--- src/rtl/faqb_pkg.sv ---
package faqb_pkg;

    // Queue geometry
    localparam int QUEUE_DEPTH = 8;
    localparam int ADDR_BITS   = 32;

    // Fixed width of the address fields on the channels
    localparam int FIELD_BITS  = 32;

    // Count runs 0..QUEUE_DEPTH inclusive
    localparam int CNT_BITS    = $clog2(QUEUE_DEPTH + 1);

    typedef logic [ADDR_BITS-1:0] addr_t;
    typedef logic [CNT_BITS-1:0]  cnt_t;

    // Per-slot control from the queue controller
    typedef struct packed {
        logic load;   // capture the pushed address
        logic shift;  // take the neighbor's address (head moves out)
    } slot_ctrl_t;

endpackage

--- src/rtl/faqb_req_if.sv ---
interface faqb_req_if;
    logic        valid;
    logic        ready;
    logic        clear_request;
    logic        flush_refetch;
    logic        push_valid;
    logic [31:0] push_addr;
    logic        pop_request;

    modport source (
        output valid, clear_request, flush_refetch, push_valid, push_addr, pop_request,
        input  ready
    );
    modport sink (
        input  valid, clear_request, flush_refetch, push_valid, push_addr, pop_request,
        output ready
    );
endinterface

--- src/rtl/faqb_rsp_if.sv ---
interface faqb_rsp_if;
    logic        valid;
    logic        ready;
    logic        pop_valid;
    logic [31:0] pop_addr;
    logic        almost_full_flag;
    logic        empty_flag;
    logic        overflow_flag;

    modport source (
        output valid, pop_valid, pop_addr, almost_full_flag, empty_flag, overflow_flag,
        input  ready
    );
    modport sink (
        input  valid, pop_valid, pop_addr, almost_full_flag, empty_flag, overflow_flag,
        output ready
    );
endinterface

--- src/rtl/faqb_slot.sv ---
module faqb_slot
    import faqb_pkg::*;
(
    input  logic       clk,
    input  slot_ctrl_t ctrl,
    input  addr_t      load_addr,
    input  addr_t      neighbor_addr,
    output addr_t      addr
);

    addr_t addr_reg;
    addr_t addr_next;

    // A load wins over a shift: on a push with pop the tail slot takes the
    // new address directly instead of its (empty) neighbor.
    always_comb
    begin
        addr_next = addr_reg;
        if (ctrl.load)
        begin
            addr_next = load_addr;
        end
        else if (ctrl.shift)
        begin
            addr_next = neighbor_addr;
        end
    end

    always_ff @(posedge clk)
    begin
        addr_reg <= addr_next;
    end

    assign addr = addr_reg;

endmodule

--- src/rtl/fetch_address_queue_bypass_unit.sv ---
// Channel | Dir | Payload                                             | Accepted when
// req     | in  | clear_request flush_refetch push_valid push_addr   | valid && ready
//         |     | pop_request                                         |
// rsp     | out | pop_valid pop_addr almost_full_flag empty_flag      | valid && ready
//         |     | overflow_flag                                       |
//
// One request per cycle; its response appears in the cycle after acceptance.
// The queue state (slot row and count) is updated at the accepting edge.
// req.ready is high whenever the response register is empty or being drained,
// so a stalled rsp holds the request side; nothing is lost or duplicated.
// Reset clears the count and the response valid; slot contents are not reset.
module fetch_address_queue_bypass_unit
    import faqb_pkg::*;
(
    input  logic           clk,
    input  logic           rst_n,
    faqb_req_if.sink       req,
    faqb_rsp_if.source     rsp
);

    // ------------------------------------------------------------------
    // Handshake
    // ------------------------------------------------------------------
    logic req_fire;
    logic rsp_valid_reg;

    assign req.ready = !rsp_valid_reg || rsp.ready;
    assign req_fire  = req.valid && req.ready;

    // ------------------------------------------------------------------
    // Queue control: effective count after a refetch flush, then push/pop
    // ------------------------------------------------------------------
    cnt_t  count_reg;
    cnt_t  count_next;
    cnt_t  cnt_eff;
    cnt_t  cnt_new;
    addr_t push_addr_q;
    addr_t head_addr;
    logic  full;
    logic  overflow;
    logic  accept;
    logic  served;
    logic  do_clear;

    assign do_clear    = req.clear_request;
    assign push_addr_q = ADDR_BITS'(req.push_addr);
    assign cnt_eff     = req.flush_refetch ? '0 : count_reg;
    assign full        = (cnt_eff == CNT_BITS'(QUEUE_DEPTH));
    assign overflow    = req.push_valid && full;
    assign accept      = req.push_valid && !full;
    // Served from the head, or by bypass of this request's push on an empty queue
    assign served      = req.pop_request && ((cnt_eff != '0) || accept);

    always_comb
    begin
        cnt_new = cnt_eff;
        if (accept && !served)
        begin
            cnt_new = cnt_eff + CNT_BITS'(1);
        end
        else if (served && !accept)
        begin
            cnt_new = cnt_eff - CNT_BITS'(1);
        end
    end

    always_comb
    begin
        count_next = count_reg;
        if (req_fire)
        begin
            count_next = do_clear ? '0 : cnt_new;
        end
    end

    always_ff @(posedge clk or negedge rst_n)
    begin
        if (!rst_n)
        begin
            count_reg <= '0;
        end
        else
        begin
            count_reg <= count_next;
        end
    end

    // ------------------------------------------------------------------
    // Slot row: slot 0 is the head, each slot takes its upper neighbor on pop
    // ------------------------------------------------------------------
    addr_t      slot_addr [QUEUE_DEPTH];
    slot_ctrl_t slot_ctrl [QUEUE_DEPTH];

    for (genvar i = 0; i < QUEUE_DEPTH; i++)
    begin : g_slot
        addr_t nbr;

        if (i == QUEUE_DEPTH - 1)
        begin : g_last
            assign nbr = slot_addr[i];
        end
        else
        begin : g_mid
            assign nbr = slot_addr[i+1];
        end

        // Push lands at the tail; when the same request pops, the row shifts
        // down so the tail position is one lower. Bypass (empty, push+pop)
        // matches no slot for the load; the row still shifts, over empty slots.
        always_comb
        begin
            slot_ctrl[i].shift = req_fire && !do_clear && served;
            slot_ctrl[i].load  = req_fire && !do_clear && accept &&
                                 (served ? (CNT_BITS'(i + 1) == cnt_eff)
                                         : (CNT_BITS'(i) == cnt_eff));
        end

        faqb_slot u_slot (
            .clk           (clk),
            .ctrl          (slot_ctrl[i]),
            .load_addr     (push_addr_q),
            .neighbor_addr (nbr),
            .addr          (slot_addr[i])
        );
    end

    assign head_addr = (cnt_eff != '0) ? slot_addr[0] : push_addr_q;

    // ------------------------------------------------------------------
    // Response register
    // ------------------------------------------------------------------
    logic                  rsp_valid_next;
    logic                  pop_valid_reg;
    logic                  pop_valid_next;
    logic [FIELD_BITS-1:0] pop_addr_reg;
    logic [FIELD_BITS-1:0] pop_addr_next;
    logic                  almost_full_reg;
    logic                  almost_full_next;
    logic                  empty_reg;
    logic                  empty_next;
    logic                  overflow_reg;
    logic                  overflow_next;

    always_comb
    begin
        rsp_valid_next   = rsp_valid_reg;
        pop_valid_next   = pop_valid_reg;
        pop_addr_next    = pop_addr_reg;
        almost_full_next = almost_full_reg;
        empty_next       = empty_reg;
        overflow_next    = overflow_reg;
        if (req_fire)
        begin
            rsp_valid_next = 1'b1;
            if (do_clear)
            begin
                pop_valid_next   = 1'b0;
                pop_addr_next    = '0;
                almost_full_next = 1'b0;
                empty_next       = 1'b1;
                overflow_next    = 1'b0;
            end
            else
            begin
                pop_valid_next   = served;
                pop_addr_next    = served ? FIELD_BITS'(head_addr) : '0;
                almost_full_next = (cnt_new >= CNT_BITS'(QUEUE_DEPTH - 1));
                empty_next       = (cnt_new == '0);
                overflow_next    = overflow;
            end
        end
        else if (rsp.ready)
        begin
            rsp_valid_next = 1'b0;
        end
    end

    always_ff @(posedge clk or negedge rst_n)
    begin
        if (!rst_n)
        begin
            rsp_valid_reg <= 1'b0;
        end
        else
        begin
            rsp_valid_reg <= rsp_valid_next;
        end
    end

    always_ff @(posedge clk)
    begin
        pop_valid_reg   <= pop_valid_next;
        pop_addr_reg    <= pop_addr_next;
        almost_full_reg <= almost_full_next;
        empty_reg       <= empty_next;
        overflow_reg    <= overflow_next;
    end

    assign rsp.valid            = rsp_valid_reg;
    assign rsp.pop_valid        = pop_valid_reg;
    assign rsp.pop_addr         = pop_addr_reg;
    assign rsp.almost_full_flag = almost_full_reg;
    assign rsp.empty_flag       = empty_reg;
    assign rsp.overflow_flag    = overflow_reg;

    // ------------------------------------------------------------------
    // Assertions
    // ------------------------------------------------------------------
    a_count_bound: assert property (@(posedge clk) disable iff (!rst_n)
        count_reg <= CNT_BITS'(QUEUE_DEPTH))
        else $error("queue count beyond depth");

    a_clear_rsp: assert property (@(posedge clk) disable iff (!rst_n)
        (req_fire && req.clear_request) |=>
            (rsp.valid && rsp.empty_flag && !rsp.pop_valid && count_reg == '0))
        else $error("clear request did not empty the queue");

    a_overflow: assert property (@(posedge clk) disable iff (!rst_n)
        (req_fire && !req.clear_request && !req.flush_refetch && req.push_valid &&
         count_reg == CNT_BITS'(QUEUE_DEPTH)) |=>
            (rsp.overflow_flag && count_reg == CNT_BITS'(QUEUE_DEPTH) - CNT_BITS'(rsp.pop_valid)))
        else $error("push into full queue not dropped");

    a_empty_flag: assert property (@(posedge clk) disable iff (!rst_n)
        $past(req_fire) |-> (rsp.empty_flag == (count_reg == '0)))
        else $error("empty flag disagrees with count");

endmodule

--- src/flat_wrapper.sv ---
// flat-port wrapper written by rule: the top's interface ports become plain ports
module fetch_address_queue_bypass_unit_flat import faqb_pkg::*;
  (clk, rst_n, req_valid, req_clear_request, req_flush_refetch, req_push_valid, req_push_addr, req_pop_request, req_ready, rsp_valid, rsp_pop_valid, rsp_pop_addr, rsp_almost_full_flag, rsp_empty_flag, rsp_overflow_flag, rsp_ready);
  faqb_req_if req_i ();
  faqb_rsp_if rsp_i ();
  input  logic clk;
  input  logic rst_n;
  input wire logic [$bits(req_i.valid)-1:0] req_valid;
  input wire logic [$bits(req_i.clear_request)-1:0] req_clear_request;
  input wire logic [$bits(req_i.flush_refetch)-1:0] req_flush_refetch;
  input wire logic [$bits(req_i.push_valid)-1:0] req_push_valid;
  input wire logic [$bits(req_i.push_addr)-1:0] req_push_addr;
  input wire logic [$bits(req_i.pop_request)-1:0] req_pop_request;
  output wire logic [$bits(req_i.ready)-1:0] req_ready;
  output wire logic [$bits(rsp_i.valid)-1:0] rsp_valid;
  output wire logic [$bits(rsp_i.pop_valid)-1:0] rsp_pop_valid;
  output wire logic [$bits(rsp_i.pop_addr)-1:0] rsp_pop_addr;
  output wire logic [$bits(rsp_i.almost_full_flag)-1:0] rsp_almost_full_flag;
  output wire logic [$bits(rsp_i.empty_flag)-1:0] rsp_empty_flag;
  output wire logic [$bits(rsp_i.overflow_flag)-1:0] rsp_overflow_flag;
  input wire logic [$bits(rsp_i.ready)-1:0] rsp_ready;
  assign req_i.valid = req_valid;
  assign req_i.clear_request = req_clear_request;
  assign req_i.flush_refetch = req_flush_refetch;
  assign req_i.push_valid = req_push_valid;
  assign req_i.push_addr = req_push_addr;
  assign req_i.pop_request = req_pop_request;
  assign req_ready = req_i.ready;
  assign rsp_valid = rsp_i.valid;
  assign rsp_pop_valid = rsp_i.pop_valid;
  assign rsp_pop_addr = rsp_i.pop_addr;
  assign rsp_almost_full_flag = rsp_i.almost_full_flag;
  assign rsp_empty_flag = rsp_i.empty_flag;
  assign rsp_overflow_flag = rsp_i.overflow_flag;
  assign rsp_i.ready = rsp_ready;
  fetch_address_queue_bypass_unit u_core (.clk(clk), .rst_n(rst_n), .req(req_i), .rsp(rsp_i));
endmodule
--- config.mk ---
export PLATFORM = sky130hd
export DESIGN_NAME = fetch_address_queue_bypass_unit_flat
export DESIGN_NICKNAME = d
export VERILOG_FILES = /design/src/rtl/faqb_pkg.sv /design/src/rtl/faqb_req_if.sv /design/src/rtl/faqb_rsp_if.sv /design/src/rtl/faqb_slot.sv /design/src/rtl/fetch_address_queue_bypass_unit.sv /design/src/flat_wrapper.sv
export SDC_FILE = /design/constraint.sdc
export NUM_CORES = 1
export LEC_CHECK = 0
export BUFFER_PORTS_ARGS = -buffer_cell sky130_fd_sc_hd__buf_2
export CAP_MARGIN = 15
export CELL_PAD_IN_SITES_DETAIL_PLACEMENT = 0
export CELL_PAD_IN_SITES_GLOBAL_PLACEMENT = 1
export CORE_AREA = 2 2 187 189
export CTS_BUF_LIST = sky130_fd_sc_hd__clkbuf_16
export DETAILED_ROUTE_END_ITERATION = 10
export DIE_AREA = 0 0 189 191
export PLACE_DENSITY_LB_ADDON = 0.1
export SYNTH_ARGS = -nofsm -noshare
export SYNTH_HDL_FRONTEND = slang
export SYNTH_SLANG_ARGS = --single-unit
--- constraint.sdc ---
create_clock -name clk -period 7.92 [get_ports clk]
set_input_delay 0.792 -clock clk [delete_from_list [all_inputs] [get_ports clk]]
set_output_delay 0.792 -clock clk [all_outputs]
set_load 0.01 [all_outputs]
Word-level counts from Yosys, hierarchy flattened:

Index checks and enable logic that the tools add are counted.

* add/sub/neg operators: 2
* magnitude comparators: 1
* equal/unequal tests: 9
* muxes and demuxes: 29
* bitwise gates (word level): 1
* reductions and logical operators: 36

Operators with widths (count)
* 2-to-1 mux 32 bit: 15
* logical AND 1 bit: 17
* == test 3 x 4 -> 1 bit (first input constant): 4
* 2-to-1 mux 4 bit: 4
* nonzero test 2 bit: 8
* 2-to-1 mux 1 bit: 10
* == test 2 x 4 -> 1 bit (first input constant): 2
* logical NOT 4 bit: 2
* logical NOT 1 bit: 5
* adder 4 x 1 -> 4 bit (second input constant): 1
* == test 1 x 4 -> 1 bit (first input constant): 1
* == test 4 bit (first input constant): 1
* == test 4 bit (second input constant): 1
* greater-or-equal comparator 4 x 3 -> 1 bit (second input constant): 1
* nonzero test 4 bit: 1
* subtractor 4 x 1 -> 4 bit (second input constant): 1
* logical OR 1 bit: 2
* OR reduction 2 bit: 1
* NOT 1 bit: 1

* flip-flop bits (word level): 297
* bits of input ports: 40
* output and inout bits: 38
* word-level logic and storage cells: 93

Longest topological paths before layout:

Gate-level depths: netlist of the first run.

* depth in word-level cells: 10
* mapped depth: 9
* gate-level depth less buffers: 7

By module:

A second synthesis of the first run with hierarchy kept.

* cells, all modules: 799
* area total of the unflattened synthesis: 14425.1 µm²

By module, submodules not included
* faqb_slot: times used 8, cells an instance 69, area an instance 1507.7 µm², sequential area each 960.9 µm²
* fetch_address_queue_bypass_unit: times used 1, cells an instance 247, area an instance 2363.5 µm², sequential area each 1206.2 µm²

Worst setup path before layout of the first run:

No wires, ideal clock.

* kind: input to register
* start: input port req_flush_refetch
* end: register u_core.g_slot[4].u_slot.addr_reg[0], enable pin
* setup time: 466 ps
* arrival time: 4232 ps
* data required time: 7454 ps
* path slack: 3222 ps
* cell stages on the path: 7
* buffers on the path: 2
* cell sequence: buf_2 -> nand2b_1 -> ha_1 -> nand4bb_1 -> buf_4 -> nand4_1 -> o21ai_0

* cells in the longest elaborated chain, start to end: 9
* elaborated cells between the ends (all ways): 14
* classes of those cells: 3 x eq/ne; 2 x mux; 9 x reduce/logical

RTL lines
* start: declaration: line flat_wrapper.sv:10 `input wire logic [$bits(req_i.flush_refetch)-1:0] req_flush_refetch;`
* 2-to-1 mux 4 bit *: line fetch_address_queue_bypass_unit.sv:47 `assign cnt_eff = req.flush_refetch ? '0 : count_reg;`
* == test 4 bit: line fetch_address_queue_bypass_unit.sv:48 `assign full = (cnt_eff == CNT_BITS'(QUEUE_DEPTH));`
* logical NOT 1 bit: line fetch_address_queue_bypass_unit.sv:50 `assign accept = req.push_valid && !full;`
* logical AND 1 bit: line fetch_address_queue_bypass_unit.sv:50
* logical OR 1 bit: line fetch_address_queue_bypass_unit.sv:52 `assign served = req.pop_request && ((cnt_eff != '0) || accept);`
* logical AND 1 bit: line fetch_address_queue_bypass_unit.sv:52
* 2-to-1 mux 1 bit: line fetch_address_queue_bypass_unit.sv:114 `(served ? (CNT_BITS'(i + 1) == cnt_eff)`
* logical AND 1 bit: line fetch_address_queue_bypass_unit.sv:113 `slot_ctrl[i].load = req_fire && !do_clear && accept &&`
* nonzero test 2 bit (no line) *
* end signal: assignment: line faqb_slot.sv:31 `addr_reg <= addr_next;`
* end: declaration: line faqb_slot.sv:11 `addr_t addr_reg;`

Mark *: on every way between the ends. The rest lies on a longest branch, timed or not.
A chain may end at the register's enable or synchronous reset.

Final worst setup path of the first run:

* start: input port req_flush_refetch
* end: register u_core.g_slot[6].u_slot.addr_reg[12] (data pin)

* cells in the longest elaborated chain, start to end: 9
* elaborated cells between the ends (all ways): 13
* classes of those cells: 3 x eq/ne; 3 x mux; 7 x reduce/logical

RTL lines
* 2-to-1 mux 4 bit *: line fetch_address_queue_bypass_unit.sv:47
* == test 4 bit: line fetch_address_queue_bypass_unit.sv:48
* logical NOT 1 bit: line fetch_address_queue_bypass_unit.sv:50
* logical AND 1 bit: line fetch_address_queue_bypass_unit.sv:50
* logical OR 1 bit: line fetch_address_queue_bypass_unit.sv:52
* logical AND 1 bit: line fetch_address_queue_bypass_unit.sv:52
* 2-to-1 mux 1 bit: line fetch_address_queue_bypass_unit.sv:114
* logical AND 1 bit *: line fetch_address_queue_bypass_unit.sv:113
* 2-to-1 mux 32 bit *: line faqb_slot.sv:19 `if (ctrl.load)`
* via u_core.g_slot[6].u_slot.addr_next[12]: line faqb_slot.sv:12 `addr_t addr_next;`
* end signal: assignment: line faqb_slot.sv:31
* end: declaration: line faqb_slot.sv:11

The timed path passes the listed nets; every way through them passes the cells marked *.

==> impl_results.md, run 1 <==
* Synth Cell Area at 0.0128 mm^2
* DRT iter0 DRCs at around 520
* Top delay family on crit path: simple AND/OR/NAND/NOR gates
* H-tree Lvls at 2
* Global-route wire length before repair at 42800 um
* Minimum clock period at 4.01 ns
* Area growth syn-to-layout at 15.9%
* Fmax at 249 MHz
* Share of layout cells above drive strength 1 at 42.6%
* Clk root buf: clkbuf_16
* Seq/Total Area, Yosys at between 60 and 70%
* Largest net degree at the start of global routing at 39
* Post-synth EDFFs at ~290
* Post-route setup TNS at 0 ns
* PostCTS Resize Cnt at 0
* Layout Cells excl Fill at 1330
* Dpl cells at 1264
* Arrival @ worst endpoint at 4.27 ns
* Vias in the first global route at 7143
* Chip Width at 189 um
* Switching Power at 825 uW
* Startpoint types: primary input
* Total global-route track usage at 15.5%
* Antenna Nets Post-Route at 0
* DR vias at 6720
* RSZ-0062 raised after global routing: false
* CTS Buffer Depth at 3
* Commonest cells after routing, fill and taps aside: edfxtp_1 (292), mux2_2 (209), buf_2 (77)
* Number of max-cap violations at 0
* Ys Warns at 0
* Core ar. at between 0.03 and 0.04 mm^2
* Max-slew violations at 0
* Internal power at 2730 uW
* Flops & latches, synth at 297
* Final setup viols at 0
* WP buf/inv at 1
* Wirelength per Cell at 20.7 um
* R2R Path End: u_core.g_slot[6].u_slot.addr[12]$_DFFE_PP_
* Clk network pwr share at about two fifths
* Final nets at just under 900
* Comb pwr share at 8.2%
* Cell variety after synth at 52
* Status: completed
* Worst setup EP type: flop
* Worst R2R Start: u_core.count_reg[1]$_DFFE_PN0P_
* Initial core utilization at 37.5%
* Residual DRC at 0
* Worst-path clk slew at 0.05 ns
* Drt pass-1 iters at 5
* Die area at 0.0361 mm^2
* Final hold vios at 0
* Synth Flop Type: edfxtp_1
* Syn Nets at 802
* Num CTS Buffers at 35
* Leakage at 0.00505 uW
* Post-CTS Setup Bufs at 0
* Switching Fraction at 23.2%
* Worst Tran Pin Value at 1.14 ns
* PD cells at about 240 mW/mm^2
* FF-to-FF path depth at 6
* Post-synthesis area per instance at approximately 17 um^2
* FP Rows at 68
* Worst path max stage delay at between 1 and 1.5 ns
* Flip-flop count of the largest register after layout at 256
* Crit-path slowest cell: nor2_4
* Vert. Die Dim at 191 um
* Ports at 78
* Worst-path cell chain: buf_2 > nand2b_1 > ha_1 > nand4bb_1 > nand4_1 > nor2_4 > mux2_2
* Post-CTS Hold Fix Bufs at 0
* Total grt overflow at 0
* Initial antenna violation count at 0
* IO Port Bufs at 77
* Most common cell after layout, fill and taps aside: edfxtp_1
* Reg2reg setup slack at roughly 4.0 ns
* CP Data Required Time at 8.18 ns
* Share of flip-flops with an asynchronous set or reset at 1.68%
* Total clock sinks at about 300
* Hold WC Path Type: in -> async
* Hpwl dp at around 16000 um
* Setup Skew at 0.0196 ns
* Routed WL at 27500 um
* Slew margin rel. at about a quarter
* Worst-path fanout max at 32
* Kind of critical path: in -> reg
* Mapped Cells at 757
* Fin crit share at between 50% and 60%
* Reg power frac at between 50 and 60%
* CTS tree: yes
* Vias/cell at 5.05
* Gp weighted congestion at 0.804
* VDD IR max at between 0.1 and 0.15 mV
* Worst-skew pair later-pin latency at between 0.5 and 0.6 ns
[layout make-up]
cell class	count	area (um^2)
antenna	1	2.50
clock buffer	36	901
clock inverter	27	153
fill	3061	19300
inverter	7	26.3
multi-input combinational	415	3760
sequential	297	8890
tap	455	569
timing repair buffer	92	536
[kinds of logic (layout without fill, tap and decap cells)]
family,after synthesis,after routing,synth area share [%]
adders and majority gates,5,5,0.488
AOI/OAI and AO/OA,63,63,3.26
DFF,297,297,69.4
muxes,228,228,20.3
other,0,1,0
and+or+nand+nor,117,117,4.39
buffers and inverters,45,162,1.98
xor gates and xnor gates,2,2,0.137
[power by group through the flow]
stage	Combinational (uW)	Sequential (uW)	Clock (uW)
2_1_floorplan	173	1830	0
3_3_place_gp	289	1830	0
3_5_place_dp	295	1830	0
4_1_cts	296	1800	1520
5_1_grt	321	1800	1580
6_report	290	1800	1470
[cell usage after synthesis (all sizes together), types with 3 or more instances]
master / count / area share (%)
a21oi: 35 / 1.4
and2: 3 / 0.15
and3: 3 / 0.19
buf: 26 / 1.4
clkbuf: 12 / 0.36
dfrtp: 5 / 0.98
edfxtp: 292 / 68
ha: 5 / 0.49
inv: 7 / 0.21
mux2: 224 / 20
mux2i: 4 / 0.51
nand2: 74 / 2.2
nand2b: 8 / 0.39
nand4: 3 / 0.20
nor2: 10 / 0.39
nor2b: 4 / 0.20
o21ai: 12 / 0.47
[layer usage]
layer / up-vias / GRT usage (%) / part of all wire (%)
met4: 0 / 4.15 / 2.0
met1: 3445 / 20.7 / 45
met5: - / 0 / 0
li1: 3099 / - / -
met3: 45 / 2.42 / 3.9
met2: 131 / 26.2 / 49
[worst max-delay path by stage]
stage                       from                                    endpoint  slack [ns]  depth (start not counted)
4_1_cts        req_flush_refetch  u_core.g_slot[4].u_slot.addr[30]$_DFFE_PP_        3.93                          7
3_3_place_gp   req_flush_refetch  u_core.g_slot[4].u_slot.addr[17]$_DFFE_PP_        3.54                          7
3_5_place_dp   req_flush_refetch  u_core.g_slot[4].u_slot.addr[15]$_DFFE_PP_        3.36                          7
2_1_floorplan  req_flush_refetch   u_core.g_slot[4].u_slot.addr[0]$_DFFE_PP_        3.22                          7
5_1_grt        req_flush_refetch  u_core.g_slot[4].u_slot.addr[30]$_DFFE_PP_        3.68                          7
6_report       req_flush_refetch  u_core.g_slot[6].u_slot.addr[12]$_DFFE_PP_        3.91                          7
[stage by stage]
step | total power [uW] | cell area (um^2) | hold slack (ns) | util, % | worst slack, ns
after floorplan | 2010 | 12800 | 0.486 | - | 3.22
after global placement | 2120 | 13700 | 0.506 | 40.2 | 3.54
after detailed placement | 2120 | 13700 | 0.511 | 40.3 | 3.36
after CTS | 3610 | 14800 | 0.0819 | 43.4 | 3.93
after global routing | 3710 | 14800 | 0.0855 | 43.5 | 3.68
final | 3550 | 14800 | 0.101 | 43.5 | 3.91
Note: power is estimated with default switching activity, not from simulation.
==> run 2, diff against run 1 <==
--- a/config.mk
+++ b/config.mk
@@ -5,14 +5,15 @@
 export SDC_FILE = /design/constraint.sdc
 export NUM_CORES = 1
 export LEC_CHECK = 0
+export ABC_AREA = 1
 export BUFFER_PORTS_ARGS = -buffer_cell sky130_fd_sc_hd__buf_2
 export CAP_MARGIN = 15
 export CELL_PAD_IN_SITES_DETAIL_PLACEMENT = 0
 export CELL_PAD_IN_SITES_GLOBAL_PLACEMENT = 1
-export CORE_AREA = 2 2 187 189
+export CORE_AREA = 2 2 185 187
 export CTS_BUF_LIST = sky130_fd_sc_hd__clkbuf_16
 export DETAILED_ROUTE_END_ITERATION = 10
-export DIE_AREA = 0 0 189 191
+export DIE_AREA = 0 0 187 189
 export PLACE_DENSITY_LB_ADDON = 0.1
 export SYNTH_ARGS = -nofsm -noshare
 export SYNTH_HDL_FRONTEND = slang
==> constraint.sdc (replaced) <==
create_clock -name clk -period 3.53 [get_ports clk]
set_input_delay 0.353 -clock clk [delete_from_list [all_inputs] [get_ports clk]]
set_output_delay 0.353 -clock clk [all_outputs]
set_load 0.01 [all_outputs]
==> impl_results.md, run 2 <==
* Status: completed
* RSZ-0062 raised after global routing: false
* Total Power at 7860 uW
* Die area at ~0.035 mm^2
* Most common cell after layout, fill and taps aside: nand2_1
* Vias in the first global route at 7757
* Worst-path cell chain: inv_1 > nor2_1 > inv_1 > ha_2 > buf_4 > nand3_2 > nand2_4 > inv_2 > o21ai_0 > nand3_2 > buf_4 > o21ai_1
* Ports at 78
* Yosys top cell by area: edfxtp_1
* Top delay family on crit path: buffers and inverters
* Worst R2R Start: u_core.count_reg[1]$_DFFE_PN0P_
* Fmax at 354 MHz
* Largest net degree at the start of global routing at 65
* Worst Hold End: u_core.g_slot[7].u_slot.addr[9]$_DFFE_PP_
* Mapped Cells at 1060
* Max-slew violations at 0
* VDD IR max at 0.339 mV
* Vias/cell at ~5
* Post-CTS Setup Bufs at 0
* Arrival @ worst endpoint at just over 3 ns
* Post-synthesis area per instance at about 12 um^2
* Residual DRC at 0
* Most common cell in the synthesized netlist: nand2_1
* Kind of critical path: reg -> reg
* Area post-placement at 0.0133 mm^2
* Global-route wire length before repair at 47200 um
* Flip-flop count of the largest register after layout at 256
* Worst Tran Pin Value at 1.00 ns
* FP Rows at 67
* Ys Warns at 0
* Post-synth EDFFs at 292
* WP depth at 12
* Worst path max stage delay at 0.60 ns
* Worst-skew pair later-pin latency at 0.50 ns
* PD cells at 551 mW/mm^2
* Reg2reg setup slack at between 0.7 and 0.8 ns
* Wirelength per Cell at 19.0 um
* CTS tree: yes
* Post-synthesis adder-cell area fraction at less than 1%
* Hpwl dp at 18500 um
* Seq/Total Area, Yosys at between 70 and 80%
* Share of layout cells above drive strength 1 at between 10% and 20%
* R2R Path End: u_core.g_slot[6].u_slot.addr[5]$_DFFE_PP_
* Total clock sinks at 297
* Vert. Die Dim at 189 um
* FF-to-FF path depth at 12
* Final setup viols at 0
* Drt pass-1 iters at 5
* Setup Skew at 0.00969 ns
* Dpl cells at 1556
* Layout Cells excl Fill at 1613
* Simple-gate share of the synthesized area at 12.0%
* Flops & latches, synth at 297
* Hold WC Path Type: in -> reg
* Mux cell area share after synthesis at 0%
* Core ar. at 0.0333 mm^2
* Synth top area cells: edfxtp_1 (70%), nand2_1 (9.2%), o21ai_0 (4.7%), o21ai_1 (4.6%), buf_6 (2.6%)
* Main combinational cell family by area after synthesis: simple AND/OR/NAND/NOR gates
* Post-synth top cells: nand2_1 (305), edfxtp_1 (292), o21ai_0 (117)
* Compound-Gate Fraction of Synth Area at 10.7%
* Fin crit share at around 80%
* Total global-route track usage at 17.4%
* Final hold vios at 0
* CTS Buffer Depth at 3
* Area growth syn-to-layout at 14.3%
* Leakage at 0.00564 uW
* Routed WL at 30600 um
* Post-Synth XOR/XNOR Area at 0.0701%
* Num CTS Buffers at 34
* Syn Nets at 1105
* Post-route setup TNS at 0 ns
* Synth Flop Type: edfxtp_1
* Gp weighted congestion at approximately 0.76
* FILL cells at 3239
* CP Data Required Time at 3.75 ns
* WP buf/inv at 5
* DRT iter0 DRCs at around 700
* Antenna Nets Post-Route at 0
* Fin area at 0.0143 mm^2
* Yosys top cell area share at 70.2%
* Hold Crit Depth at 1
* Number of max-cap violations at 0
* Initial core utilization at approximately 38%
* Worst-path fanout max at 64
* H-tree Lvls at 2
* Total grt overflow at 0
* Inserted Diodes at 0
* Worst setup EP type: flop
* Startpoint types: flop
* Share of flip-flops with an asynchronous set or reset at under 10%
* Hold path start: req_push_addr[9]
* Commonest cells after routing, fill and taps aside: nand2_1 (305), edfxtp_1 (292), o21ai_0 (117)
* Cell variety after synth at 27
* Minimum clock period at 2.82 ns
* Worst-path clk slew at 0.06 ns
* Crit-path slowest cell: buf_4
* IO Port Bufs at 77
* Slew margin rel. at 33.1%
* Synth Cell Area at 0.0125 mm^2
* DR vias at 7932
* Initial antenna violation count at 0
* Chip Width at approximately 190 um
* PostCTS Resize Cnt at 0
* Final nets at 1190
* Clk root buf: clkbuf_16
[run 2: cell type report]
type                    instances  area (um^2)  share of cell area (%)
well taps                     448          561                    3.93
flip-flops and latches        297         8890                    62.3
clock buffers                  35          876                    6.14
clock inverters                21         86.3                   0.605
inverters                      56          210                    1.47
repair buffers                111          681                    4.77
multi-input cells             645         2970                    20.8
[run 2: worst max-delay path by stage]
stage                                         start                                          to  slack (ns)
finish              u_core.count_reg[1]$_DFFE_PN0P_   u_core.g_slot[6].u_slot.addr[5]$_DFFE_PP_        0.71
global route        u_core.count_reg[1]$_DFFE_PN0P_  u_core.g_slot[6].u_slot.addr[13]$_DFFE_PP_        0.41
CTS                 u_core.count_reg[1]$_DFFE_PN0P_   u_core.g_slot[6].u_slot.addr[6]$_DFFE_PP_        0.68
detailed placement                req_flush_refetch   u_core.g_slot[6].u_slot.addr[5]$_DFFE_PP_        0.53
global placement                  req_flush_refetch  u_core.g_slot[6].u_slot.addr[17]$_DFFE_PP_        0.61
floorplan           u_core.count_reg[0]$_DFFE_PN0P_   u_core.g_slot[4].u_slot.addr[0]$_DFFE_PP_        0.48
[run 2: metrics by stage]
stage                     worst slack (ns)  util [%]  hold WS [ns]
final                                0.709      42.9        0.0663
after global routing                 0.414      42.9        0.0546
after floorplan                      0.478         -        0.0574
after CTS                            0.678      42.9        0.0445
after global placement               0.609      40.0         0.183
after detailed placement             0.526      40.0         0.181
[run 2: worst reg2reg max path: stages, from the launching register on]
cell	delay, ns
dfrtp_1	0.32
inv_1	0.05
nor2_1	0.31
inv_1	0.15
ha_2	0.22
buf_4	0.22
nand3_2	0.13
nand2_4	0.08
inv_2	0.11
o21ai_0	0.11
nand3_2	0.08
buf_4	0.60
o21ai_1	0.17
[run 2: cells by family (layout without fill, tap and decap cells)]
kind of cell | count (synthesis) | after routing
simple gates | 372 | 372
buf+inv | 118 | 223
compound gates | 267 | 267
flops | 297 | 297
fa+ha+maj | 5 | 5
xor+xnor | 1 | 1
[run 2: routing by layer]
| layer | track usage (%) | routed length [um] | vias up |
|---|---|---|---|
| li1 | - | - | 3891 |
| met1 | 24.2 | 14600 | 3870 |
| met2 | 29.3 | 14500 | 132 |
| met3 | 2.17 | 955 | 39 |
| met4 | 4.00 | 449 | 0 |
| met5 | 0 | 0 | - |
[run 2: timing repair]
| action | in CTS | in global routing |
|---|---|---|
| hold buffers | 1 | 0 |
| endpoints found under the setup margin | 0 | 0 |
| endpoints found under the hold margin | 5 | 0 |
[run 2: power breakdown]
| group | switching (uW) | total, uW | internal, uW | leakage (uW) |
|---|---|---|---|---|
| registers | 36.0 | 4080 | 4040 | 0.00275 |
| clock network | 1350 | 3130 | 1780 | 0.000513 |
| logic | 470 | 653 | 183 | 0.00237 |
